--- src/hw/rtl/skf_pkg.sv ---
`timescale 1ns / 1ps
// Shared constants and codes for the scalar Kalman filter core.
// No dependencies.
package skf_pkg;

	localparam int DATA_W    = 32;                   // estimate / variance width
	localparam int FRAC_BITS = 16;                   // fraction bits of Q16.16 values
	localparam int GAIN_BITS = 16;                   // gain is Q0.16
	localparam int GAIN_W    = GAIN_BITS + 1;        // 0 .. 1.0 inclusive
	localparam int CNT_W     = $clog2(GAIN_W + 1);   // serial step counter
	localparam int MC_W      = DATA_W + 2;           // multiplicand: 33-bit diff, sign ext
	localparam int ACC_W     = MC_W + 2;             // multiplier accumulator
	localparam int CFG_IDX_W = 3;

	localparam logic [DATA_W-1:0] FIX_ONE  = DATA_W'(1) << FRAC_BITS;
	localparam logic [GAIN_W-1:0] GAIN_ONE = GAIN_W'(1) << GAIN_BITS;

	// configuration register indexes
	localparam logic [CFG_IDX_W-1:0] REG_PROCESS_NOISE     = 3'd0;
	localparam logic [CFG_IDX_W-1:0] REG_MEASUREMENT_NOISE = 3'd1;
	localparam logic [CFG_IDX_W-1:0] REG_INITIAL_ESTIMATE  = 3'd2;
	localparam logic [CFG_IDX_W-1:0] REG_INITIAL_VARIANCE  = 3'd3;

	// operation codes
	localparam logic OP_FILTER  = 1'b0;
	localparam logic OP_RESTART = 1'b1;

endpackage

--- src/hw/rtl/skf_in_if.sv ---
`timescale 1ns / 1ps
// Input channel: operation and measurement with valid/ready.
// Depends on skf_pkg.
interface skf_in_if;
	import skf_pkg::*;

	logic                     valid;
	logic                     ready;
	logic                     operation;
	logic signed [DATA_W-1:0] measurement;

	modport source (output valid, operation, measurement, input ready);
	modport sink   (input valid, operation, measurement, output ready);
endinterface

--- src/hw/rtl/skf_out_if.sv ---
`timescale 1ns / 1ps
// Result channel: filtered value, gain and variance with valid/ready.
// Depends on skf_pkg.
interface skf_out_if;
	import skf_pkg::*;

	logic                     valid;
	logic                     ready;
	logic signed [DATA_W-1:0] filtered_value;
	logic        [GAIN_W-1:0] kalman_gain;
	logic        [DATA_W-1:0] error_variance;

	modport source (output valid, filtered_value, kalman_gain, error_variance, input ready);
	modport sink   (input valid, filtered_value, kalman_gain, error_variance, output ready);
endinterface

--- src/hw/rtl/skf_div.sv ---
`timescale 1ns / 1ps
// Radix-2 restoring divider: gain = floor(num * 2^16 / den), one quotient bit per cycle.
// Depends on skf_pkg. Requires num <= den.
module skf_div (
	input  logic                         clk,
	input  logic                         arst_n,
	input  logic                         start,
	input  logic [skf_pkg::DATA_W-1:0]   num,
	input  logic [skf_pkg::DATA_W:0]     den,
	output logic                         done,
	output logic [skf_pkg::GAIN_W-1:0]   quo
);
	import skf_pkg::*;

	logic [DATA_W+1:0] rem_q;
	logic [DATA_W:0]   den_q;
	logic [GAIN_W-1:0] quo_q;
	logic [CNT_W-1:0]  cnt_q;
	logic              busy_q;
	logic              done_q;
	logic              ge;
	logic [DATA_W+1:0] rem_next;

	assign ge       = rem_q >= {1'b0, den_q};
	assign rem_next = ge ? (rem_q - {1'b0, den_q}) : rem_q;

	always_ff @(posedge clk or negedge arst_n) begin
		if (!arst_n) begin
			busy_q <= 1'b0;
			done_q <= 1'b0;
			cnt_q  <= '0;
		end else if (start) begin
			busy_q <= 1'b1;
			done_q <= 1'b0;
			cnt_q  <= CNT_W'(GAIN_W);
		end else if (busy_q) begin
			cnt_q <= cnt_q - 1'b1;
			if (cnt_q == CNT_W'(1)) begin
				busy_q <= 1'b0;
				done_q <= 1'b1;
			end
		end else begin
			done_q <= 1'b0;
		end
	end

	always_ff @(posedge clk) begin
		if (start) begin
			rem_q <= {2'b00, num};
			den_q <= den;
			quo_q <= '0;
		end else if (busy_q) begin
			quo_q <= {quo_q[GAIN_W-2:0], ge};
			rem_q <= {rem_next[DATA_W:0], 1'b0};
		end
	end

	// zero denominator means p and r are both zero: gain is zero
	assign quo  = (den_q == '0) ? '0 : quo_q;
	assign done = done_q;

	a_rem_bounded: assert property (@(posedge clk) disable iff (!arst_n)
		busy_q && (den_q != '0) |-> rem_q < {den_q, 1'b0})
		else $error("divider remainder out of range");

endmodule

--- src/hw/rtl/skf_mul.sv ---
`timescale 1ns / 1ps
// Shift-add multiplier, one multiplier bit per cycle, LSB first.
// Depends on skf_pkg. prod = floor(mcand * mplier / 2^16).
module skf_mul (
	input  logic                               clk,
	input  logic                               arst_n,
	input  logic                               start,
	input  logic signed [skf_pkg::MC_W-1:0]    mcand,
	input  logic        [skf_pkg::GAIN_W-1:0]  mplier,
	output logic                               done,
	output logic signed [skf_pkg::ACC_W-1:0]   prod
);
	import skf_pkg::*;

	logic signed [MC_W-1:0]  a_q;
	logic        [GAIN_W-1:0] b_q;
	logic signed [ACC_W-1:0] acc_q;
	logic [CNT_W-1:0]        cnt_q;
	logic                    busy_q;
	logic                    done_q;
	logic signed [ACC_W-1:0] addend;
	logic signed [ACC_W-1:0] sum;
	logic                    last;

	assign addend = b_q[0] ? {{(ACC_W-MC_W){a_q[MC_W-1]}}, a_q} : '0;
	assign sum    = acc_q + addend;
	assign last   = cnt_q == CNT_W'(1);

	always_ff @(posedge clk or negedge arst_n) begin
		if (!arst_n) begin
			busy_q <= 1'b0;
			done_q <= 1'b0;
			cnt_q  <= '0;
		end else if (start) begin
			busy_q <= 1'b1;
			done_q <= 1'b0;
			cnt_q  <= CNT_W'(GAIN_W);
		end else if (busy_q) begin
			cnt_q <= cnt_q - 1'b1;
			if (last) begin
				busy_q <= 1'b0;
				done_q <= 1'b1;
			end
		end else begin
			done_q <= 1'b0;
		end
	end

	// arithmetic shift each step floors; top bit weight 2^16 is added unshifted
	always_ff @(posedge clk) begin
		if (start) begin
			a_q   <= mcand;
			b_q   <= mplier;
			acc_q <= '0;
		end else if (busy_q) begin
			b_q   <= b_q >> 1;
			acc_q <= last ? sum : (sum >>> 1);
		end
	end

	assign prod = acc_q;
	assign done = done_q;

endmodule

--- src/hw/rtl/scalar_kalman_filter_core.sv ---
`timescale 1ns / 1ps
// Scalar Kalman filter core, top level.
// Depends on skf_pkg, skf_in_if, skf_out_if, skf_div, skf_mul.
//
// Usage:
//   in_ch  (sink)  : one transaction per item, operation + measurement.
//                    operation OP_FILTER runs one filter step,
//                    OP_RESTART reloads estimate and variance from the
//                    initial_estimate / initial_variance registers.
//   out_ch (source): one transaction per item with the new estimate, the gain
//                    used (zero on restart) and the new variance.
//   cfg_*          : write-only register port; write only while idle (not enforced).
// Sequence: a filter item goes from input transaction to result valid through
//   prediction add, divider set-up, the radix-2 divider steps (one gain bit each),
//   a hand-off, the two shift-add multipliers (in parallel), a result latch and
//   the output register load. A restart goes straight to the output register load.
//   The next transaction can be accepted in the cycle after a result is loaded.
//   One item is processed at a time; in_ch.ready is high while idle, also
//   while a previous result still waits in the output register.
// Reset: registers return to their reset values (r = 1.0, initial variance 1.0,
//   q = 0, initial estimate 0); estimate = 0, variance = 1.0, nothing pending.
// Stall: a finished item waits in its final state until the output register
//   is free; the state update is committed when the result is loaded.
module scalar_kalman_filter_core (
	input  logic                             clk,
	input  logic                             arst_n,
	skf_in_if.sink                           in_ch,
	skf_out_if.source                        out_ch,
	input  logic                             cfg_we,
	input  logic [skf_pkg::CFG_IDX_W-1:0]    cfg_index,
	input  logic [skf_pkg::DATA_W-1:0]       cfg_data
);
	import skf_pkg::*;

	localparam logic [2:0] ST_IDLE  = 3'd0;
	localparam logic [2:0] ST_PRED  = 3'd1;
	localparam logic [2:0] ST_START = 3'd2;
	localparam logic [2:0] ST_DIV   = 3'd3;
	localparam logic [2:0] ST_MUL   = 3'd4;
	localparam logic [2:0] ST_DONE  = 3'd5;

	// configuration registers
	logic [DATA_W-1:0]        q_noise_q;
	logic [DATA_W-1:0]        r_noise_q;
	logic signed [DATA_W-1:0] init_est_q;
	logic [DATA_W-1:0]        init_var_q;

	// filter state
	logic signed [DATA_W-1:0] est_q;
	logic [DATA_W-1:0]        var_q;

	// per-item working registers
	logic [2:0]               state_q;
	logic signed [DATA_W-1:0] meas_q;
	logic [DATA_W-1:0]        p_q;
	logic signed [DATA_W:0]   diff_q;
	logic [GAIN_W-1:0]        gain_q;
	logic signed [DATA_W-1:0] res_est_q;
	logic [DATA_W-1:0]        res_var_q;

	// output register
	logic                     out_valid_q;
	logic signed [DATA_W-1:0] out_est_q;
	logic [GAIN_W-1:0]        out_gain_q;
	logic [DATA_W-1:0]        out_var_q;

	logic                     in_fire;
	logic                     out_load;
	logic [DATA_W:0]          p_sum;
	logic signed [DATA_W:0]   diff_w;
	logic [DATA_W:0]          den_w;
	logic                     div_start;
	logic                     div_done;
	logic [GAIN_W-1:0]        div_quo;
	logic                     mul_start;
	logic                     mul_e_done;
	logic                     mul_v_done;
	logic signed [ACC_W-1:0]  prod_e;
	logic signed [ACC_W-1:0]  prod_v;
	logic signed [ACC_W-1:0]  est_sum;
	logic signed [DATA_W-1:0] est_clamped;
	logic [GAIN_W-1:0]        one_minus_g;

	assign in_ch.ready = (state_q == ST_IDLE);
	assign in_fire     = in_ch.valid && in_ch.ready;
	assign out_load    = (state_q == ST_DONE) && (!out_valid_q || out_ch.ready);

	// config writes; unknown indexes fall through
	always_ff @(posedge clk or negedge arst_n) begin
		if (!arst_n) begin
			q_noise_q  <= '0;
			r_noise_q  <= FIX_ONE;
			init_est_q <= '0;
			init_var_q <= FIX_ONE;
		end else if (cfg_we) begin
			unique case (cfg_index)
				REG_PROCESS_NOISE:     q_noise_q  <= cfg_data;
				REG_MEASUREMENT_NOISE: r_noise_q  <= cfg_data;
				REG_INITIAL_ESTIMATE:  init_est_q <= cfg_data;
				REG_INITIAL_VARIANCE:  init_var_q <= cfg_data;
				default: ;
			endcase
		end
	end

	// predict: p = sat(var + q); diff formed exactly at 33 bits
	assign p_sum  = {1'b0, var_q} + {1'b0, q_noise_q};
	assign diff_w = {meas_q[DATA_W-1], meas_q} - {est_q[DATA_W-1], est_q};
	assign den_w  = {1'b0, p_q} + {1'b0, r_noise_q};

	assign div_start   = (state_q == ST_START);
	assign mul_start   = (state_q == ST_DIV) && div_done;
	assign one_minus_g = GAIN_ONE - div_quo;

	skf_div u_div (
		.clk    (clk),
		.arst_n (arst_n),
		.start  (div_start),
		.num    (p_q),
		.den    (den_w),
		.done   (div_done),
		.quo    (div_quo)
	);

	// correction term: floor(g * diff / 2^16)
	skf_mul u_mul_est (
		.clk    (clk),
		.arst_n (arst_n),
		.start  (mul_start),
		.mcand  ({diff_q[DATA_W], diff_q}),
		.mplier (div_quo),
		.done   (mul_e_done),
		.prod   (prod_e)
	);

	// new variance: floor(p * (1 - g) / 2^16)
	skf_mul u_mul_var (
		.clk    (clk),
		.arst_n (arst_n),
		.start  (mul_start),
		.mcand  ({2'b00, p_q}),
		.mplier (one_minus_g),
		.done   (mul_v_done),
		.prod   (prod_v)
	);

	// corrected estimate lies between old estimate and measurement; clamp as guard
	assign est_sum = {{(ACC_W-DATA_W){est_q[DATA_W-1]}}, est_q} + prod_e;
	always_comb begin
		if (est_sum[ACC_W-1:DATA_W-1] == '0 || est_sum[ACC_W-1:DATA_W-1] == '1) begin
			est_clamped = est_sum[DATA_W-1:0];
		end else if (est_sum[ACC_W-1]) begin
			est_clamped = {1'b1, {(DATA_W-1){1'b0}}};
		end else begin
			est_clamped = {1'b0, {(DATA_W-1){1'b1}}};
		end
	end

	// sequencer
	always_ff @(posedge clk or negedge arst_n) begin
		if (!arst_n) begin
			state_q <= ST_IDLE;
		end else begin
			unique case (state_q)
				ST_IDLE: begin
					if (in_fire) begin
						state_q <= (in_ch.operation == OP_RESTART) ? ST_DONE : ST_PRED;
					end
				end
				ST_PRED:  state_q <= ST_START;
				ST_START: state_q <= ST_DIV;
				ST_DIV: begin
					if (div_done) state_q <= ST_MUL;
				end
				ST_MUL: begin
					if (mul_e_done) state_q <= ST_DONE;
				end
				ST_DONE: begin
					if (out_load) state_q <= ST_IDLE;
				end
				default: state_q <= ST_IDLE;
			endcase
		end
	end

	// item datapath registers
	always_ff @(posedge clk) begin
		if (in_fire) begin
			meas_q <= in_ch.measurement;
			if (in_ch.operation == OP_RESTART) begin
				res_est_q <= init_est_q;
				res_var_q <= init_var_q;
				gain_q    <= '0;
			end
		end
		if (state_q == ST_PRED) begin
			p_q    <= p_sum[DATA_W] ? '1 : p_sum[DATA_W-1:0];
			diff_q <= diff_w;
		end
		if (mul_start) begin
			gain_q <= div_quo;
		end
		if ((state_q == ST_MUL) && mul_e_done) begin
			res_est_q <= est_clamped;
			res_var_q <= prod_v[DATA_W-1:0];
		end
	end

	// filter state commits together with the result
	always_ff @(posedge clk or negedge arst_n) begin
		if (!arst_n) begin
			est_q <= '0;
			var_q <= FIX_ONE;
		end else if (out_load) begin
			est_q <= res_est_q;
			var_q <= res_var_q;
		end
	end

	// output register
	always_ff @(posedge clk or negedge arst_n) begin
		if (!arst_n) begin
			out_valid_q <= 1'b0;
		end else if (out_load) begin
			out_valid_q <= 1'b1;
		end else if (out_ch.ready) begin
			out_valid_q <= 1'b0;
		end
	end

	always_ff @(posedge clk) begin
		if (out_load) begin
			out_est_q  <= res_est_q;
			out_gain_q <= gain_q;
			out_var_q  <= res_var_q;
		end
	end

	assign out_ch.valid          = out_valid_q;
	assign out_ch.filtered_value = out_est_q;
	assign out_ch.kalman_gain    = out_gain_q;
	assign out_ch.error_variance = out_var_q;

	a_div_done_expected: assert property (@(posedge clk) disable iff (!arst_n)
		div_done |-> state_q == ST_DIV)
		else $error("divider finished outside its wait state");

	a_mul_lockstep: assert property (@(posedge clk) disable iff (!arst_n)
		mul_e_done == mul_v_done)
		else $error("multipliers out of step");

	a_gain_range: assert property (@(posedge clk) disable iff (!arst_n)
		div_done |-> div_quo <= GAIN_ONE)
		else $error("gain above 1.0");

	a_var_shrinks: assert property (@(posedge clk) disable iff (!arst_n)
		(state_q == ST_MUL) && mul_v_done |-> $unsigned(prod_v) <= ACC_W'(p_q))
		else $error("updated variance above predicted variance");

	a_result_from_done: assert property (@(posedge clk) disable iff (!arst_n)
		$rose(out_valid_q) |-> $past(state_q) == ST_DONE)
		else $error("result loaded outside the final state");

endmodule
--- src/flat_wrapper.sv ---
// flat-port wrapper written by rule: the top's interface ports become plain ports
module scalar_kalman_filter_core_flat import skf_pkg::*;
  (clk, arst_n, cfg_we, cfg_index, cfg_data, in_ch_valid, in_ch_operation, in_ch_measurement, in_ch_ready, out_ch_valid, out_ch_filtered_value, out_ch_kalman_gain, out_ch_error_variance, out_ch_ready);
  skf_in_if in_ch_i ();
  skf_out_if out_ch_i ();
  input  logic clk;
  input  logic arst_n;
  input  logic cfg_we;
  input  logic [skf_pkg::CFG_IDX_W-1:0] cfg_index;
  input  logic [skf_pkg::DATA_W-1:0] cfg_data;
  input wire logic [$bits(in_ch_i.valid)-1:0] in_ch_valid;
  input wire logic [$bits(in_ch_i.operation)-1:0] in_ch_operation;
  input wire logic [$bits(in_ch_i.measurement)-1:0] in_ch_measurement;
  output wire logic [$bits(in_ch_i.ready)-1:0] in_ch_ready;
  output wire logic [$bits(out_ch_i.valid)-1:0] out_ch_valid;
  output wire logic [$bits(out_ch_i.filtered_value)-1:0] out_ch_filtered_value;
  output wire logic [$bits(out_ch_i.kalman_gain)-1:0] out_ch_kalman_gain;
  output wire logic [$bits(out_ch_i.error_variance)-1:0] out_ch_error_variance;
  input wire logic [$bits(out_ch_i.ready)-1:0] out_ch_ready;
  assign in_ch_i.valid = in_ch_valid;
  assign in_ch_i.operation = in_ch_operation;
  assign in_ch_i.measurement = in_ch_measurement;
  assign in_ch_ready = in_ch_i.ready;
  assign out_ch_valid = out_ch_i.valid;
  assign out_ch_filtered_value = out_ch_i.filtered_value;
  assign out_ch_kalman_gain = out_ch_i.kalman_gain;
  assign out_ch_error_variance = out_ch_i.error_variance;
  assign out_ch_i.ready = out_ch_ready;
  scalar_kalman_filter_core u_core (.clk(clk), .arst_n(arst_n), .in_ch(in_ch_i), .out_ch(out_ch_i), .cfg_we(cfg_we), .cfg_index(cfg_index), .cfg_data(cfg_data));
endmodule
--- config.mk ---
export PLATFORM = sky130hd
export DESIGN_NAME = scalar_kalman_filter_core_flat
export DESIGN_NICKNAME = d
export VERILOG_FILES = /design/src/hw/rtl/skf_pkg.sv /design/src/hw/rtl/skf_in_if.sv /design/src/hw/rtl/skf_out_if.sv /design/src/hw/rtl/skf_div.sv /design/src/hw/rtl/skf_mul.sv /design/src/hw/rtl/scalar_kalman_filter_core.sv /design/src/flat_wrapper.sv
export SDC_FILE = /design/constraint.sdc
export NUM_CORES = 1
export LEC_CHECK = 0
export BUFFER_PORTS_ARGS = -buffer_cell sky130_fd_sc_hd__buf_2
export CORE_MARGIN = 2
export CORE_UTILIZATION = 57
export DETAILED_ROUTE_END_ITERATION = 12
export GPL_TIMING_DRIVEN = 1
export PLACE_DENSITY_LB_ADDON = 0.15
export SLEW_MARGIN = 0
export SYNTH_ARGS = -nofsm -noshare
export SYNTH_HDL_FRONTEND = slang
export SYNTH_SLANG_ARGS = --single-unit
--- constraint.sdc ---
create_clock -name clk -period 6.3 [get_ports clk]
set_clock_uncertainty 0.1 [all_clocks]
set_input_delay 0 -clock clk [delete_from_list [all_inputs] [get_ports clk]]
set_output_delay 0 -clock clk [all_outputs]
set_load 0.02 [all_outputs]
==> results <==
- The run finished with clean final reports.
- The clock passes through at most 3 buffers.
- Power spread over the standard cell area amounts to 565 nW/µm².
- The area fraction in and, or, nand and nor cells after synthesis is 0.130.
- The share of the Yosys chip area taken by registers is 0.504.
- The critical path launch point type is a register.
- IR analysis of the VDD net gives a maximum drop of 302 µV.
- The final layout contains 4251 nets.
- The H-tree was split into 3 levels.
- After synthesis, the mean cell area works out to 10.7 µm².
- The largest total area in the synthesized netlist belongs to sky130_fd_sc_hd__edfxtp_1.
- Entering global routing, the biggest net connects 155 pins.
- The wire length of the first global-routing pass is 154 mm.
- Of the total power, the share spent switching nets is 0.404.
- Setup repair after global routing left no endpoint under its margin.
- The hold-critical path depth is 5.
- The number of cells on the worst reg-to-reg path is 11.
- For this design the top-level I/O count stands at 156.
- The kind of end point of the critical path is a register.
- The critical path required time is 6.57 ns.
- The floorplan step set the die height to 267 µm.
- The data arrival at the endpoint of the critical path is 4.74 ns.
- The global placer's final weighted congestion is 0.932.
- The number of routed nets with antenna violations is 0.
- The worst slew margin relative to its limit is 0.266.
- The most used flip-flop cell after synthesis is sky130_fd_sc_hd__edfxtp_1.
- Post-CTS repair changed the size of 0 cells.
- In the finished design, the share of the clock period the worst path needs comes to 0.710.
- The die is 267 µm wide.
- For this design the static power due to leakage is 19.1 nW.
- The startpoint of the worst-slack reg-to-reg timing path is u_core.u_div.rem_q[2]$_DFFE_PP_.
- Based on the critical path, the design can be clocked at up to 224 MHz.
- After detailed routing, no signal wire sits above met5.
- The instance count of the mapped netlist is 3700.
- The root buffer selected by CTS is sky130_fd_sc_hd__clkbuf_16.
- The post-synth net total is 4018.
- Across the run, the number of max-cap violations was 0.
- The routed wire length on met3 is 6.14 mm.
- The worst reg2reg path endpoint is u_core.u_div.rem_q[3]$_DFFE_PP_.
- At the pin with the least slew margin, the transition time is 1.10 ns.
- After synthesis, the largest family of logic cells by area is compound AO/OA/AOI/OAI gates.
- The number of buffers added by the clock tree synthesis step is 79.
- The sum of routed wire length over all layers is 98.4 mm.
- The final setup TNS is 0 ns.
- The share of synthesized cell area in full adder, half adder and majority cells is 0.0788.
- The clock drives 730 sinks.
- The area share of the largest cell type after synthesis is 0.321.
- For this run, the number of Yosys warnings is 0.
- Across every metal layer, demand over resource in global routing totals 0.276.
- Summed over all nets, the half-perimeter wirelength after detailed placement is 68.7 mm.
- The setup path with the least slack is of type register to register.
- The via count of the first global-routing pass is 27800.
- By count the netlist is led by sky130_fd_sc_hd__edfxtp_1, sky130_fd_sc_hd__nand2_1, sky130_fd_sc_hd__o21ai_0.
- The shortest period the worst path allows is 4.47 ns.
- The portion of netlist area occupied by mux cells is 0.0652.
- Yosys attributes the largest share of cell area to sky130_fd_sc_hd__edfxtp_1, sky130_fd_sc_hd__dfrtp_1, sky130_fd_sc_hd__ha_1, sky130_fd_sc_hd__dfxtp_1, sky130_fd_sc_hd__mux2_2.
- The final hold violation count came to 0.
- The switching power total is 10.3 mW.
- For this run, design rule violations remaining after detail routing come to 0.
- The pre-antenna-repair detailed-routing pass consisted of 5 iterations.
- The TritonCTS clock tree is built.
- The mapped netlist covers 39600 µm².
- The met2 wire length is 44.6 mm.
- The first routing iteration left 2363 violations.
- Across all layers, the routed design uses 29000 vias.
- The post-CTS setup-driven buffer insertion count is 0.
- The class of the worst hold path is primary input to register.
- The design draws 25.5 mW.
- The die covers 71500 µm².
- In the final layout, the share of cells above drive strength 1 is 0.132.
- The most frequent cell after synthesis is sky130_fd_sc_hd__edfxtp_1.
- Counting flops with an async set or reset pin after synthesis yields a share of 0.296.
- The count of unique library cells instantiated by Yosys is 87.
- The total overflow left after global routing is 0.
- The latest clock arrival within the worst-skew pair is 0.63 ns.
- The floorplan has 96 rows.
- The fraction of the mapped netlist area in compound gates is 0.148.
- The initial antenna violation count is 4.
- The worst register-to-register path has a setup slack of 1.83 ns.
- Dividing the detail-routed wire length by the instance count gives 19.9 µm.
- Setup violations remaining at the end of the flow were counted as 0.
- The number of port buffers is 155.
- After clock tree synthesis, the clock-pin slew on the worst setup and hold paths is 0.06 ns.
- The xor and xnor area share after synthesis is 0.0463.
- After synthesis the netlist holds a flip-flop and latch count of 730.
- The initial utilization of the core area, before any placement, comes to 0.576.
- Yosys mapped a number of flops with a built-in enable equal to 423.
- Dividing the detail-routed via count by the number of cells gives 5.88.
- The portion of total power attributed to combinational logic is 0.490.
- In this run, post-CTS hold repair placed 108 buffers.
- Compared with the post-synthesis result, the final layout area differs by 14.0%.
- For hold timing, the worst endpoint is u_core.q_noise_q[1]$_DFFE_PN0P_.
- The detailed router put a total of 44.5 mm of wire on met1.
- The share of total power dissipated in sequential elements is 0.320.
- The startpoint of the lowest-slack hold path is cfg_index[2].
- The internal power of the cells is 15.2 mW.
- The clock share of power is 0.190.
- The largest fanout of any net on the critical path is 37.
- The core area is 68700 µm².
- The final max-slew violation count is 0.
==> through the flow <==
stage | cell area [µm²] | hold slack, ns | worst slack (ns) | std cells | util
floorplan | 39600 | -0.396 | 0.190 | 3700 | -
global placement | 41300 | -0.110 | 2.10 | 4675 | 0.601
detailed placement | 41300 | -0.112 | 1.97 | 4675 | 0.601
CTS | 45100 | 0.00965 | 1.92 | 4931 | 0.656
global route | 45100 | 0.0575 | 1.47 | 4931 | 0.656
finish | 45100 | 0.0196 | 1.83 | 4932 | 0.656
==> power groups by stage <==
| stage | registers, mW | clock network, mW | logic, mW |
|---|---|---|---|
| after floorplan | 7.84 | 0 | 9.74 |
| after global placement | 8.19 | 0 | 12.0 |
| after detailed placement | 8.21 | 0 | 12.2 |
| after CTS | 8.14 | 4.93 | 12.4 |
| after global routing | 8.29 | 5.12 | 14.0 |
| final | 8.15 | 4.85 | 12.5 |
==> worst max path at each step <==
| stage | start | endpoint | slack [ns] |
|---|---|---|---|
| detailed placement | u_core.u_div.rem_q[2]$_DFFE_PP_ | u_core.u_div.rem_q[29]$_DFFE_PP_ | 1.97 |
| finish | u_core.u_div.rem_q[2]$_DFFE_PP_ | u_core.u_div.rem_q[3]$_DFFE_PP_ | 1.83 |
| floorplan | u_core.state_q[0]$_DFFE_PN0P_ | u_core.diff_q[0]$_DFFE_PP_ | 0.19 |
| global placement | u_core.u_mul_var.b_q[0]$_DFFE_PP_ | u_core.u_mul_var.prod[34]$_SDFFE_PP0P_ | 2.10 |
| global route | u_core.u_div.rem_q[0]$_SDFFCE_PN0P_ | u_core.u_div.rem_q[29]$_DFFE_PP_ | 1.47 |
| CTS | u_core.u_div.rem_q[2]$_DFFE_PP_ | u_core.u_div.rem_q[29]$_DFFE_PP_ | 1.92 |
==> per-layer routing <==
metal | track usage | vias up
met4 | 0.0923 | 4
met1 | 0.390 | 14000
li1 | - | 14000
met5 | 0 | -
met2 | 0.435 | 787
met3 | 0.0443 | 174
==> logic make-up after synthesis <==
family | after synthesis
xor gates and xnor gates | 209
AOI/OAI and AO/OA | 919
and+or+nand+nor | 1080
muxes | 238
DFF | 730
adders and majority gates | 245
buffers and inverters | 279
==> layout make-up <==
cell class / instances / area, µm²
multi-input combinational: 2691 / 18600
clock buffer: 108 / 2320
antenna: 1 / 2.50
tap: 931 / 1160
sequential: 730 / 19900
fill: 5425 / 23600
clock inverter: 40 / 393
timing repair buffer: 290 / 2110
inverter: 141 / 533
==> worst max-delay path, cell delays in order, from the launching register on <==
cell and delay (ns):
sky130_fd_sc_hd__edfxtp_1 0.40, sky130_fd_sc_hd__ha_1 0.37, sky130_fd_sc_hd__nor2b_1 0.15, sky130_fd_sc_hd__o21ai_0 0.20, sky130_fd_sc_hd__a21boi_0 0.18, sky130_fd_sc_hd__o31ai_1 0.34
sky130_fd_sc_hd__nand2_1 0.21, sky130_fd_sc_hd__a211oi_1 0.62, sky130_fd_sc_hd__o2111ai_1 0.29, sky130_fd_sc_hd__nand2_2 0.86, sky130_fd_sc_hd__mux2i_1 0.36, sky130_fd_sc_hd__o21ai_0 0.11
==> placed cells by master (no fill, tap or decap), types with 85 or more instances in the layout <==
master | Yosys | routed
sky130_fd_sc_hd__nor2_1 | 240 | 239
sky130_fd_sc_hd__nand2_1 | 404 | 401
sky130_fd_sc_hd__dfxtp_1 | 91 | 91
sky130_fd_sc_hd__dlygate4sd3_1 | 0 | 107
sky130_fd_sc_hd__ha_1 | 238 | 238
sky130_fd_sc_hd__inv_1 | 141 | 139
sky130_fd_sc_hd__clkbuf_16 | 0 | 85
sky130_fd_sc_hd__a21o_1 | 150 | 150
sky130_fd_sc_hd__mux2_2 | 158 | 158
sky130_fd_sc_hd__edfxtp_1 | 423 | 423
sky130_fd_sc_hd__o21ai_0 | 252 | 252
sky130_fd_sc_hd__a21oi_1 | 210 | 210
sky130_fd_sc_hd__xnor2_1 | 130 | 130
sky130_fd_sc_hd__buf_2 | 7 | 154
sky130_fd_sc_hd__dfrtp_1 | 213 | 211
==> flip-flops by register name, summed over array words and instances, names as in the netlist, 33 cells and up <==
| register | flops |
|---|---|
| u_core.u_mul_est.prod | 36 |
| u_core.u_mul_var.prod | 36 |
| u_core.u_div.rem_q | 34 |
| u_core.diff_q | 33 |
| u_core.u_div.den_q | 33 |
| u_core.u_mul_est.a_q | 33 |
(Power assumes the default switching activity.)
